$ cat src/rtl/core/rxc_pkg.sv
// Shared constants, types and the linearization table for the RGB to xy chromaticity core.
`timescale 1ns / 1ps
package rxc_pkg;

  localparam int OUT_FRAC_BITS_DEF = 16;
  localparam int CH_W   = 8;
  localparam int LIN_W  = 16;
  localparam int COEF_W = 20;
  localparam int PROD_W = LIN_W + COEF_W;
  localparam int XYZ_W  = PROD_W + 1;
  localparam int SUM_W  = 38;
  localparam int OUT_W  = 16;

  typedef logic [LIN_W-1:0]  lin_t;
  typedef logic [COEF_W-1:0] coef_t;
  typedef lin_t  lut_t [256];
  typedef coef_t row_t [3];
  typedef row_t  mat_t [3];

  // Matrix coefficients scaled by 10^6
  localparam mat_t COEF = '{
    '{20'd649926, 20'd103455, 20'd197109},
    '{20'd234327, 20'd743075, 20'd22598},
    '{20'd0,      20'd53077,  20'd1035763}
  };

  // Divider cell payload shared across the chain
  typedef struct packed {
    logic             zero;
    logic [SUM_W-1:0] s;
    logic [SUM_W-1:0] rem_x;
    logic [SUM_W-1:0] rem_y;
  } div_t;

  localparam longint unsigned GAMMA_DEN = 64'd269025;
  localparam longint unsigned GAMMA_OFF = 64'd14025;
  localparam longint unsigned LIN_DEN   = 64'd329460;

  function automatic longint unsigned pow5_q31(longint unsigned r);
    longint unsigned p;
    p = r;
    for (int i = 0; i < 4; i++) p = (p * r) >> 31;
    return p;
  endfunction

  // sRGB transfer curve, Q0.16, evaluated at elaboration only
  function automatic lin_t lin_entry(longint unsigned c);
    longint unsigned t31, t2, lo, hi, mid, p, l;
    if (c * 100000 <= 4045 * 255) begin
      l = (c * 6553600 + 164730) / LIN_DEN;
      return lin_t'(l);
    end
    t31 = ((c * 1000 + GAMMA_OFF) << 31) / GAMMA_DEN;
    t2  = (t31 * t31) >> 31;
    lo  = 0;
    hi  = 64'd1 << 31;
    for (int k = 0; k < 40; k++) begin
      if (lo < hi) begin
        mid = (lo + hi + 1) >> 1;
        if (pow5_q31(mid) <= t2) lo = mid;
        else hi = mid - 1;
      end
    end
    p = (t2 * lo) >> 31;
    l = (p + (64'd1 << 14)) >> 15;
    if (l > 65535) l = 65535;
    return lin_t'(l);
  endfunction

  function automatic lut_t build_lut();
    lut_t t;
    for (int c = 0; c < 256; c++) t[c] = lin_entry(longint'(c));
    return t;
  endfunction

  localparam lut_t LIN_LUT = build_lut();

endpackage

$ cat src/rtl/core/rxc_div_cell.sv
// One restoring-division cell: one quotient bit for x and for y per beat.
`timescale 1ns / 1ps
module rxc_div_cell #(
  parameter int OUT_FRAC_BITS = rxc_pkg::OUT_FRAC_BITS_DEF
) (
  input  logic                   clk,
  input  logic                   rst,
  input  logic                   in_valid,
  output logic                   in_ready,
  input  rxc_pkg::div_t          in_div,
  input  logic [OUT_FRAC_BITS:0] in_word_x,
  input  logic [OUT_FRAC_BITS:0] in_word_y,
  output logic                   out_valid,
  input  logic                   out_ready,
  output rxc_pkg::div_t          out_div,
  output logic [OUT_FRAC_BITS:0] out_word_x,
  output logic [OUT_FRAC_BITS:0] out_word_y
);
  import rxc_pkg::*;

  localparam int QW = OUT_FRAC_BITS + 1;

  logic [SUM_W:0]   tx, ty, shx, shy;
  logic             qx, qy;

  // word shifts dividend bits out at the top and quotient bits in at the bottom
  assign shx = {in_div.rem_x, in_word_x[QW-1]};
  assign shy = {in_div.rem_y, in_word_y[QW-1]};
  assign tx  = shx - {1'b0, in_div.s};
  assign ty  = shy - {1'b0, in_div.s};
  assign qx  = !tx[SUM_W];
  assign qy  = !ty[SUM_W];

  assign in_ready = !out_valid || out_ready;

  always_ff @(posedge clk) begin
    if (rst) begin
      out_valid <= 1'b0;
    end else if (in_ready) begin
      out_valid <= in_valid;
    end
  end

  always_ff @(posedge clk) begin
    if (in_ready) begin
      out_div.zero  <= in_div.zero;
      out_div.s     <= in_div.s;
      out_div.rem_x <= qx ? tx[SUM_W-1:0] : shx[SUM_W-1:0];
      out_div.rem_y <= qy ? ty[SUM_W-1:0] : shy[SUM_W-1:0];
      out_word_x    <= {in_word_x[QW-2:0], qx};
      out_word_y    <= {in_word_y[QW-2:0], qy};
    end
  end

endmodule
$ cat config.mk
export PLATFORM = sky130hd
export DESIGN_NAME = rxc_div_cell
export DESIGN_NICKNAME = d
export VERILOG_FILES = /design/src/rtl/core/rxc_pkg.sv /design/src/rtl/core/rxc_div_cell.sv
export SDC_FILE = /design/constraint.sdc
export NUM_CORES = 1
export LEC_CHECK = 0
export ABC_AREA = 1
export BUFFER_PORTS_ARGS = -buffer_cell sky130_fd_sc_hd__buf_2
export CORE_UTILIZATION = 59
export DETAILED_ROUTE_END_ITERATION = 7
export GPL_TIMING_DRIVEN = 0
export PLACE_DENSITY_LB_ADDON = 0.25
export SYNTH_ARGS = -nofsm -noshare
export SYNTH_HDL_FRONTEND = slang
export SYNTH_SLANG_ARGS = --single-unit
$ cat constraint.sdc
create_clock -name clk -period 11.8 [get_ports clk]
set_input_delay 2.36 -clock clk [delete_from_list [all_inputs] [get_ports clk]]
set_output_delay 2.36 -clock clk [all_outputs]
set_load 0.02 [all_outputs]
; Word level (Yosys, flattened, before mapping)
; Cells that the tools add are included.
[totals]
register_bits = 150
in_bits = 153
out_inout_bits = 151
word_cells = 15
[classes]
addsub = 2
n_mux = 2
reduce_logical = 4
[ops]
columns = op, count
row1 = subtractor 39 x 38 -> 39 bit, 2
row2 = 2-to-1 mux 38 bit, 2
row3 = zero test 1 bit, 3
row4 = logical OR 1 bit, 1

; Logic depth before layout (Yosys ltp)
[depth]
ltp_word = 2
ltp_mapped = 18
mapped_depth_nobuf = 16

; Worst setup path after synthesis
; Ideal clock, no wire load.
[synth_path]
kind = input -> output
startpoint = input out_ready
endpoint = output in_ready
arrival_ns = 5.668
required_ns = 9.440
path_slack_ns = 3.772
stages = 2
n_path_buf = 0
cell_sequence = inv_1 -> nand2_1
[synth_between]
elab_chain_cells = 1
[synth_lines]
columns = element, line
row1 = "start, declared", rxc_div_cell.sv:14  ; input logic out_ready,
row2 = logical OR 1 bit, rxc_div_cell.sv:34  ; assign in_ready = !out_valid || out_ready;
row3 = "end, declared", rxc_div_cell.sv:9  ; output logic in_ready,
; Every way passes these cells.

; Worst setup path in the final report
; Ends and elaborated chain as after synthesis.

==> reports/metrics.cfg <==
[floorplan]
core_um2 = 18800
floorplan.rows = 50
num_io_pins = 304
dieHeight_um = 141
start_util = 0.608
die-width_um = 141
die_area_um2 = 20000

[flow_run]
cap_violations = 0

[place]
place.port_buffers = 303
placed_cells_incl_taps = 2213
dp_hpwl_um = 30700
finalWeightedCongestion = 0.983

[timing]
max_freq_mhz = 177
rsz0062_at_grt = no
setup_violations = 0
layout_min_cycle_time_ns = 5.63
timing.clock.skew_ns = 0.00815
worst-slew-pin-transition_ns = 0.402
slew_violations = 0
min_period_over_period = 0.477
max-slew-margin-rel = 0.732
setup-tns-final_ns = 0
finalHoldViolations = 0

[worst_setup_path]
cp_data_required_time_ns = 9.44
worstSetupStartpointType = input port
worst_path_max_delay_cell = sky130_fd_sc_hd__buf_16
worst-setup-path-type = in -> out
crit_path_top_cell_by_count = sky130_fd_sc_hd__buf_2
path_max_fanout = 64
setup.worst_path.end_class = output port
crit_path_max_incr_delay_ns = 0.32
critPathArrivalTime_ns = 3.27
critical_path.cell_chain = buf_2, inv_1, nand2_4, buf_16, buf_2

[detailed_routing]
vias_per_cell = 5.26
detailroute.wirelength.met3_um = 2970
met1Wirelength_um = 15200
route.met2.wl_um = 17900
drt_first_pass_iters = 6
detailedRoute.firstIterationViolations = 946
wirelength_um = 37800
detail-route-antenna-nets = 0
routed-via-count = 11800
top_layer_used = met4
routedWlPerCell_um = 16.8
drc = 0

[power_and_ir_drop]
sw_frac_of_total = 0.367
clock_power_share = 0.288
cellInternalPower_mw = 1.16
p_comb_frac = 0.335
pwr_density_cell_nw_per_um2 = 132
peakVddDrop_mv = 0.104
sequential_power_share = 0.377
cell_leakage_power_nw = 7.92
power.net_switching_uw = 674

[logic_synthesis]
share_of_the_synthesized_area_in_compound_gates_ao_oa_aoi_oai = 0.0443
synth_simple_gate_area_frac = 0.344
synth_seq_cells = 150
synth_top_area_cell = sky130_fd_sc_hd__edfxtp_1
synth_cells = 1648
synth-edff-count = 149
synth_fa_ha_area_frac = 0.0866
synth_commonest_cells = sky130_fd_sc_hd__nand2_1 (755), sky130_fd_sc_hd__inv_1 (271), sky130_fd_sc_hd__edfxtp_1 (149)
post_synth_main_area_contributors = sky130_fd_sc_hd__edfxtp_1 (39%), sky130_fd_sc_hd__nand2_1 (25%), sky130_fd_sc_hd__inv_1 (8.9%), sky130_fd_sc_hd__ha_1 (8.3%), sky130_fd_sc_hd__nor2_1 (4.7%)
library_cell_with_the_highest_instance_count_after_synthesis = sky130_fd_sc_hd__nand2_1
postSynthNetCount = 1879
ys_dominant_reg_cell = sky130_fd_sc_hd__edfxtp_1
synth_seq_area_share = 0.393
synthesized_area_divided_by_synthesized_cell_count_um2 = 6.95
synth_area_um2 = 11400
synth_mux_area_frac = 0
ys.warnings.count = 0
main_combinational_cell_family_by_area_after_synthesis = simple AND/OR/NAND/NOR gates
netlist-cell-type-count = 27
yosysTopAreaCellShare = 0.391
synth_xor_xnor_area_share = 0.0314
async_flop_share = 0

[clock_tree]
clk_pin_slew_worst_paths_ns = 0.06
ctsHoldBuffers = 0
tritoncts.num_buffers = 17
buffer_cell_driving_the_clock_tree_root = sky130_fd_sc_hd__clkbuf_16
clock_sinks = 150
clk_latency_ns = 0.44
clock_tree.htree_level_count = 4
cts_repair_resize_count = 0
cts_post_setup_buffers_inserted = 0
clock_tree.buffer_depth = 2
cts_tree = built

[grt]
first_pass_grt_wire_length_um = 56500
grt_antenna_before_repair = 1
globalRouteOverflowTotal = 0
grt_max_degree = 79
gr-usage-all-layers = 0.378
vias_in_the_first_global_route = 11200

[cells_and_area]
syn_to_final_growth_pct = 21.5
fillCellCount = 1504
finish.cell_count_without_fillers = 2246
num-nets-final = 2203
multi_input_gate_area_um2 = 5800
seq_area_um2 = 4490
drive_gt1_frac = 0.186

[outcome]
outcome = completed

[min_path]
hp-class = reg -> reg

## area by class of cell
class,count,area share
multi-input cells,1211,0.417
flip-flops and latches,150,0.323
repair buffers,305,0.113
inverters,271,0.0731
clock buffers,18,0.0309
well taps,260,0.0234
plain buffers,16,0.0103
clock inverters,14,0.00900
diodes,1,0.000180
## critical path, delay by kind of cell
family,cells,cell delay (ns)
buffers and inverters,4,0.68
and+or+nand+nor,1,0.18
## cells by family after synthesis
family / Yosys count
AO/OA/AOI/OAI: 90
adder cells (fa/ha/maj): 78
flip-flops: 150
AND/OR/NAND/NOR: 1002
buffers and inverters: 287
XOR/XNOR: 41
## stage by stage
| step | hold WS, ns | total power, mW | worst slack [ns] | util | cell area [um^2] |
|---|---|---|---|---|---|
| after global placement | 2.51 | 1.29 | 2.09 | 0.706 | 13300 |
| after floorplan | 2.43 | 1.10 | 3.77 | - | 11400 |
| after CTS | 0.701 | 1.83 | 6.18 | 0.738 | 13900 |
| after global routing | 0.726 | 1.91 | 6.14 | 0.739 | 13900 |
| after detailed placement | 0.679 | 1.30 | 6.18 | 0.709 | 13400 |
| final | 0.697 | 1.83 | 6.17 | 0.739 | 13900 |
## power by group through the flow
stage / logic, mW / clock network [mW] / registers, mW
floorplan: 0.302 / 0 / 0.800
global placement: 0.586 / 0 / 0.703
detailed placement: 0.602 / 0 / 0.702
CTS: 0.606 / 0.528 / 0.691
global route: 0.668 / 0.543 / 0.696
finish: 0.616 / 0.528 / 0.692
## per-layer routing
metal,track usage,vias to the layer above
met2,0.643,607
met4,0.193,0
met3,0.0499,113
li1,-,5772
met1,0.472,5324
met5,0,-
## state kept, by name (all words and copies together) (netlist names)
| register | cells |
|---|---|
| out_div | 115 |
| out_valid | 1 |
| out_word_x | 17 |
| out_word_y | 17 |
## path summary, 6_finish.rpt
| check | end | cells after the start | start | slack (ns) |
|---|---|---|---|---|
| worst max-delay path | in_ready | 5 | out_ready | 6.17 |
| worst min-delay path | out_word_x[1]$_DFFE_PP_ | 1 | out_valid$_SDFFE_PP0P_ | 0.70 |
| worst max register to register | out_div[81]$_DFFE_PP_ | 2 | out_valid$_SDFFE_PP0P_ | 10.50 |
| worst min register to register | out_word_x[1]$_DFFE_PP_ | 1 | out_valid$_SDFFE_PP0P_ | 0.70 |
## placed cells by master, fill, tap and decap left out, drive strengths merged, types with 4 or more instances in the layout
cell	Yosys	final
nand2	760	760
o21ai	15	15
a21oi	52	52
nand3	78	78
clkinv	0	4
edfxtp	149	149
o21bai	10	10
clkbuf	0	18
xor2	38	38
clkinvlp	0	5
a21boi	5	5
nand3b	4	4
buf	16	321
inv	271	275
o21a	4	4
nor2	151	151
ha	76	76
(Power assumes the default switching activity.)
