$ cat config.mk
export PLATFORM = sky130hd
export DESIGN_NAME = rxc_front
export DESIGN_NICKNAME = d
export VERILOG_FILES = /design/src/rtl/core/rxc_pkg.sv /design/src/rtl/core/rxc_front.sv
export SDC_FILE = /design/constraint.sdc
export NUM_CORES = 2
export LEC_CHECK = 0
export BUFFER_PORTS_ARGS = -buffer_cell sky130_fd_sc_hd__buf_2
export CAP_MARGIN = 20
export CORE_AREA = 2 2 360 362
export DETAILED_ROUTE_END_ITERATION = 8
export DIE_AREA = 0 0 362 364
export PLACE_DENSITY = 0.94
export SLEW_MARGIN = 0
export SYNTH_ARGS = -nofsm -noshare
export SYNTH_HDL_FRONTEND = slang
export SYNTH_SLANG_ARGS = --single-unit
$ cat constraint.sdc
create_clock -name clk -period 17 [get_ports clk]
set_clock_uncertainty 0.15 [all_clocks]
set_input_delay 2.55 -clock clk [delete_from_list [all_inputs] [get_ports clk]]
set_output_delay 2.55 -clock clk [all_outputs]
set_load 0.05 [all_outputs]
$ cat src/rtl/core/rxc_pkg.sv
// Shared constants, types and the linearization table for the RGB to xy chromaticity core.
`timescale 1ns / 1ps
package rxc_pkg;

  localparam int OUT_FRAC_BITS_DEF = 16;
  localparam int CH_W   = 8;
  localparam int LIN_W  = 16;
  localparam int COEF_W = 20;
  localparam int PROD_W = LIN_W + COEF_W;
  localparam int XYZ_W  = PROD_W + 1;
  localparam int SUM_W  = 38;
  localparam int OUT_W  = 16;

  typedef logic [LIN_W-1:0]  lin_t;
  typedef logic [COEF_W-1:0] coef_t;
  typedef lin_t  lut_t [256];
  typedef coef_t row_t [3];
  typedef row_t  mat_t [3];

  // Matrix coefficients scaled by 10^6
  localparam mat_t COEF = '{
    '{20'd649926, 20'd103455, 20'd197109},
    '{20'd234327, 20'd743075, 20'd22598},
    '{20'd0,      20'd53077,  20'd1035763}
  };

  // Divider cell payload shared across the chain
  typedef struct packed {
    logic             zero;
    logic [SUM_W-1:0] s;
    logic [SUM_W-1:0] rem_x;
    logic [SUM_W-1:0] rem_y;
  } div_t;

  localparam longint unsigned GAMMA_DEN = 64'd269025;
  localparam longint unsigned GAMMA_OFF = 64'd14025;
  localparam longint unsigned LIN_DEN   = 64'd329460;

  function automatic longint unsigned pow5_q31(longint unsigned r);
    longint unsigned p;
    p = r;
    for (int i = 0; i < 4; i++) p = (p * r) >> 31;
    return p;
  endfunction

  // sRGB transfer curve, Q0.16, evaluated at elaboration only
  function automatic lin_t lin_entry(longint unsigned c);
    longint unsigned t31, t2, lo, hi, mid, p, l;
    if (c * 100000 <= 4045 * 255) begin
      l = (c * 6553600 + 164730) / LIN_DEN;
      return lin_t'(l);
    end
    t31 = ((c * 1000 + GAMMA_OFF) << 31) / GAMMA_DEN;
    t2  = (t31 * t31) >> 31;
    lo  = 0;
    hi  = 64'd1 << 31;
    for (int k = 0; k < 40; k++) begin
      if (lo < hi) begin
        mid = (lo + hi + 1) >> 1;
        if (pow5_q31(mid) <= t2) lo = mid;
        else hi = mid - 1;
      end
    end
    p = (t2 * lo) >> 31;
    l = (p + (64'd1 << 14)) >> 15;
    if (l > 65535) l = 65535;
    return lin_t'(l);
  endfunction

  function automatic lut_t build_lut();
    lut_t t;
    for (int c = 0; c < 256; c++) t[c] = lin_entry(longint'(c));
    return t;
  endfunction

  localparam lut_t LIN_LUT = build_lut();

endpackage

$ cat src/rtl/core/rxc_front.sv
// Front pipeline: linearization lookup, matrix, sums and divider seed.
`timescale 1ns / 1ps
module rxc_front #(
  parameter int OUT_FRAC_BITS = rxc_pkg::OUT_FRAC_BITS_DEF
) (
  input  logic                     clk,
  input  logic                     rst,
  input  logic                     in_valid,
  output logic                     in_ready,
  input  logic [3*rxc_pkg::CH_W-1:0] in_data,
  output logic                     out_valid,
  input  logic                     out_ready,
  output rxc_pkg::div_t            out_div,
  output logic [OUT_FRAC_BITS:0]   out_word_x,
  output logic [OUT_FRAC_BITS:0]   out_word_y
);
  import rxc_pkg::*;

  localparam int QW = OUT_FRAC_BITS + 1;
  localparam int NW = SUM_W + OUT_FRAC_BITS;

  logic [5:1] v;
  logic [6:1] rdy;

  lin_t                lin [3];
  logic [PROD_W-1:0]   prod [3][3];
  logic [XYZ_W-1:0]    xyz [3];
  logic [XYZ_W-1:0]    x4, y4;
  logic [SUM_W-1:0]    s4;
  logic [NW-1:0]       num_x, num_y;

  assign rdy[6] = out_ready;
  for (genvar k = 1; k <= 5; k++) begin : g_rdy
    assign rdy[k] = !v[k] || rdy[k+1];
  end
  // no beat is taken while in reset
  assign in_ready  = rdy[1] && !rst;
  assign out_valid = v[5];

  always_ff @(posedge clk) begin
    if (rst) begin
      v <= '0;
    end else begin
      if (rdy[1]) v[1] <= in_valid;
      for (int k = 2; k <= 5; k++) if (rdy[k]) v[k] <= v[k-1];
    end
  end

  // Stage 1: table lookup
  always_ff @(posedge clk) begin
    if (rdy[1]) begin
      for (int j = 0; j < 3; j++) lin[j] <= LIN_LUT[in_data[j*CH_W +: CH_W]];
    end
  end

  // Stage 2: nine products
  always_ff @(posedge clk) begin
    if (rdy[2]) begin
      for (int i = 0; i < 3; i++)
        for (int j = 0; j < 3; j++)
          prod[i][j] <= PROD_W'(lin[j]) * PROD_W'(COEF[i][j]);
    end
  end

  // Stage 3: X, Y, Z
  always_ff @(posedge clk) begin
    if (rdy[3]) begin
      for (int i = 0; i < 3; i++)
        xyz[i] <= XYZ_W'(prod[i][0]) + XYZ_W'(prod[i][1]) + XYZ_W'(prod[i][2]);
    end
  end

  // Stage 4: S
  always_ff @(posedge clk) begin
    if (rdy[4]) begin
      x4 <= xyz[0];
      y4 <= xyz[1];
      s4 <= SUM_W'(xyz[0]) + SUM_W'(xyz[1]) + SUM_W'(xyz[2]);
    end
  end

  // Stage 5: rounded numerators split into remainder seed and dividend bits
  assign num_x = (NW'(x4) << OUT_FRAC_BITS) + NW'(s4 >> 1);
  assign num_y = (NW'(y4) << OUT_FRAC_BITS) + NW'(s4 >> 1);

  always_ff @(posedge clk) begin
    if (rdy[5]) begin
      out_div.zero  <= (s4 == '0);
      out_div.s     <= s4;
      out_div.rem_x <= SUM_W'(num_x[NW-1:QW]);
      out_div.rem_y <= SUM_W'(num_y[NW-1:QW]);
      out_word_x    <= num_x[QW-1:0];
      out_word_y    <= num_y[QW-1:0];
    end
  end

endmodule

---- Word level (Yosys, flattened, before mapping) ----
Memory sizes are Yosys's and may differ from the RTL's.
Index checks and enable logic that the tools add are counted.
Widths: inputs -> output; s select.
storage, ports and cells
  register bits after elaboration ......... 264
  bits in latches ......................... 0
  memory bits (writable) .................. 483
  memory bits (read-only) ................. 12288
  bits of input ports ..................... 28
  memories ................................ 6
cells by class
  $add $sub $neg .......................... 10
  multiply operators ...................... 8
  divide/modulo/power cells ............... 0
  order comparisons ....................... 3
  equal/unequal tests ..................... 0
  shift operators ......................... 0
  multiplexer cells ....................... 12
  bitwise operators ....................... 3
  reductions and logical operators ........ 13
memory list
  memory           words  width  rd ports  clocked after Yosys merged registers in  write ports  RTL line         source
  (no name shown)  256    16     1         0                                        0            rxc_front.sv:52  for (int j = 0; j < 3; j++) lin[j] <= LIN_LUT[in_data[j*CH_W +: CH_W]];
  (no name shown)  256    16     1         0                                        0            rxc_front.sv:52
  (no name shown)  256    16     1         0                                        0            rxc_front.sv:52
  prod             3      108    3         0                                        3            rxc_front.sv:26  logic [PROD_W-1:0] prod [3][3];
  xyz              3      37     3         0                                        3            rxc_front.sv:27  logic [XYZ_W-1:0] xyz [3];
  lin              3      16     3         0                                        3            rxc_front.sv:25  lin_t lin [3];
operators with widths
  cell                    count
  $add 36x36->37          3
  $add 37x36->37          3
  $add 53x37->54          2
  $mux 16                 6
  $mul 16x20->36 const B  2
  $mul 16x18->34 const B  2
  $add 37x37->38          1
  $add 38x37->38          1
  $logic_not 38->1        1
  $mul 16x19->35 const B  1
  $mul 16x17->33 const B  1
  $mul 16x16->32 const B  1
  $mul 16x14->30 const B  1
  $ge 9x9->1 const B      3
  $not 8->9               3
  $logic_not 1->1         6
  $mux 1                  6
  $logic_or 1x1->1        5
  $logic_and 1x1->1       1

---- Logic depth before layout (Yosys ltp) ----
  depth in word-level cells ............... 8
  mapped depth ............................ 24
  mapped depth without buffers ............ 23

---- Worst setup path before layout ----
No wires, ideal clock.
  path type ............................... in2reg
  start ................................... in out_ready
  end ..................................... mem prod[0][100] (netlist bit) (enable)
  setup time .............................. 1996 ps
  arrival ................................. 7367 ps
  required time ........................... 14854 ps
  path slack .............................. 7487 ps
  stages .................................. 4
  path buffers ............................ 1
  cells stage by stage .................... nor2b_1 and3_1 clkbuf_1 nand2_1
RTL lines
  what             RTL line         source
  start, declared  rxc_front.sv:12  input logic out_ready,
  end, declared    rxc_front.sv:26

==> impl_results.md <==
- Clock root cell: clkbuf_16
- Register area share after synthesis: 23.6%
- Critical path arrival: 7.53 ns
- Final slew viol count: 0
- Biggest area consumer among synthesized cells: edfxtp_1
- Skew-Pair Late Insertion Delay: 0.68 ns
- Most frequent CP cell: fa_1
- Worst path slowest cell: edfxtp_1
- Cells after Synth: 8,481
- Detailed Routing Iterations Pass 1: 9
- Chip height: 364 µm
- First-pass GRT wire length: 405 mm
- Core area: 128,000 µm²
- H-Tree Depth: 3
- Worst-path clk slew: 0.07 ns
- Drt drc: 0
- Sequential standard cell area: 19,500 µm²
- Final setup violation count: 0
- Synth cell count leaders: inv_1, ha_1, fa_1
- Synth Flop Type: edfxtp_1
- Final Non-Filler Cells: 10,200
- Avg Inst Size Synth: 9.72 µm²
- Status: finished clean
- Via/cell ratio: 6.67
- Post-Synth Adder-Cell Area: 38.0%
- Hold WS: 0.302 ns
- Post CTS Setup Buffer Count: 0
- Worst Hold Class: flop to flop
- Post-DP Area: 84,500 µm²
- Compound-cell area share of the yosys netlist: 16.5%
- All-Layer GR Usage: 40.4%
- Final nets: 10,500
- Layout cells sized above 1: 5.07%
- CP max FO: 13
- Synthesized flop and latch total: 650
- Max Cap Viol: 0
- Setup CP Type: flop to flop
- RSZ-0062 raised after global routing: no
- Xor and xnor fraction of the mapped netlist area: 4.59%
- CP cell instances: inv_1 > ha_1 > fa_1 > fa_1 > fa_1 > inv_1 > fa_1 > fa_1 > ha_1 > a21oi_1 > o22ai_1 > a311oi_1 > o31ai_1 > a211o_1 > a21oi_1 > a21boi_1 > or3b_1 > a21oi_1 > xnor2_1
- Fill cells: 9,622
- Worst EP required: 17.22 ns
- Final ANT Viol Nets: 0
- I/O Pins: 179
- Post-synthesis cell area: 82,400 µm²
- Vias: 67,900
- Crit end category: flop
- Largest family of logic cells by synthesized area: adder cells
- Count leader, synth: inv_1
- Startpoint types: flop
- Starting density of the core: 64.2%
- Vias in the first global route: 67,100
- Bufs on Longest Clock Path: 3
- Detailed placer's ending HPWL: 211 mm
- Rel. slew slack: 23.3%
- CTS tree: yes
- Area grow syn2layout: 5.25%
- Die width: 362 µm
- Asr flop ratio synth: 0%
- CP max stage delay: 0.87 ns
- Drt first-iter violations: 9,346
- Fin. Hold Viols: 0
- Synth unique cells: 96
- Worst-margin pin slew: 1.12 ns
- Design area: 86,700 µm²
- Post-synthesis mux area share: 0.899%
- Final Cycle Share: 43.0%
- Largest net degree at the start of global routing: 170
- Period minus WS final: 7.31 ns
- CTS sink cnt: 650
- F_max: 0.137 GHz
- Share of the synthesized area in the top cell type: 23.5%
- Area of the multi-input gates: 56,700 µm²
- Top cells by area, synth: edfxtp_1, fa_1, ha_1
- Initial antenna violation count: 14
- FP Rows: 132
- GRT overflow: 0
- Port buffer count: 176
- Total Wirelength: 268 mm
- Post-Place Cells: 10,000
- Post-cts resize count: 0
- Routed WL per cell: 26.3 µm
- Setup Total Neg Slack: 0 ns
- CTS Hold Bufs: 0
- Die area: 132,000 µm²
- Num CTS Buffers: 69
- Placer Congestion: 1.05
- EDFF count, synth: 645
- Post-Synth Simple-Gate Area: 8.81%
- Synth warn: 0
==> worst max-delay path: cells and delay by family, from the launching register on <==
family	cells	cell delay, ns
flip-flops	1	0.87
adder cells (fa/ha/maj)	7	3.68
AND/OR/NAND/NOR	1	0.36
AO/OA/AOI/OAI	8	1.59
buffers and inverters	2	0.26
XOR/XNOR	1	0.08
==> flip-flops by register name (all words and copies together) (netlist names), 5 cells and up <==
register	cells
prod	260
xyz	110
out_div	97
lin	48
s4	38
x4	37
y4	37
out_word_x	17
v	5
==> per-stage QoR <==
step	utilization (%)	setup slack, ns
after floorplan	-	7.49
after global placement	65.8	9.88
after detailed placement	65.8	9.80
after CTS	67.6	9.76
after global routing	67.6	9.40
final	67.6	9.69
==> metal layers <==
layer  global-route usage (%)  share of wire [%]
met1                     51.2                 37
met2                     63.1                 44
met3                     9.83                 12
met4                     24.0                7.6
met5                        0              0.040
==> area by class of cell <==
type                       instances  area share (%)
multi-input combinational       6201            65.4
sequential                       650            22.4
inverter                        1273            5.52
tap                             1675            2.42
clock buffer                      84            2.08
timing repair buffer             242            1.62
clock inverter                    43           0.529
antenna                            3         0.00866
==> path summary, 6_finish.rpt <==
path	start	to	cells after the start	slack, ns
max	lin[0][21]	prod[2][67]	19	9.69
min	s4[14]	out_word_x[13]	0	0.30
max reg2reg	lin[0][21]	prod[2][67]	19	9.69
min reg2reg	s4[14]	out_word_x[13]	0	0.30
==> logic make-up (layout without fill, tap and decap cells) <==
kind of cell             Yosys count  in the layout
AND/OR/NAND/NOR                 1583           1583
XOR/XNOR                         432            432
multiplexers                      45             45
buffers and inverters           1631           1642
adder cells (fa/ha/maj)         2012           2012
flip-flops                       650            650
other                              1              5
AO/OA/AOI/OAI                   2127           2127
==> cell usage in the layout (no fill, tap or decap), types with 21 or more instances in the layout <==
master / synthesis / layout
a211oi_1: 104 / 104
o22ai_1: 37 / 37
a21o_1: 220 / 220
buf_2: 2 / 169
xnor2_1: 298 / 298
nor2_1: 475 / 475
a311oi_1: 45 / 45
nand4_1: 51 / 51
ha_1: 1197 / 1197
a31oi_1: 89 / 89
o311ai_0: 29 / 29
mux4_2: 23 / 23
buf_4: 34 / 72
nor4_1: 22 / 22
nor3_1: 106 / 106
a21oi_1: 621 / 621
fa_1: 814 / 814
o221ai_1: 21 / 21
o21a_1: 54 / 54
o21bai_1: 59 / 59
clkbuf_16: 0 / 69
edfxtp_1: 645 / 645
nand3_1: 122 / 121
o21ai_0: 444 / 444
nand2b_1: 65 / 65
xor2_1: 134 / 134
and2_1: 29 / 29
nor2b_1: 80 / 80
inv_1: 1269 / 1264
o211ai_1: 67 / 67
nand2_1: 497 / 495
and3_1: 57 / 57
o31ai_1: 31 / 31
o21ai_1: 36 / 36
a221oi_1: 41 / 41
Power is left out: the tool's default activity adds up to more than one toggle a clock period on the data nets, which glitch-free logic cannot reach.
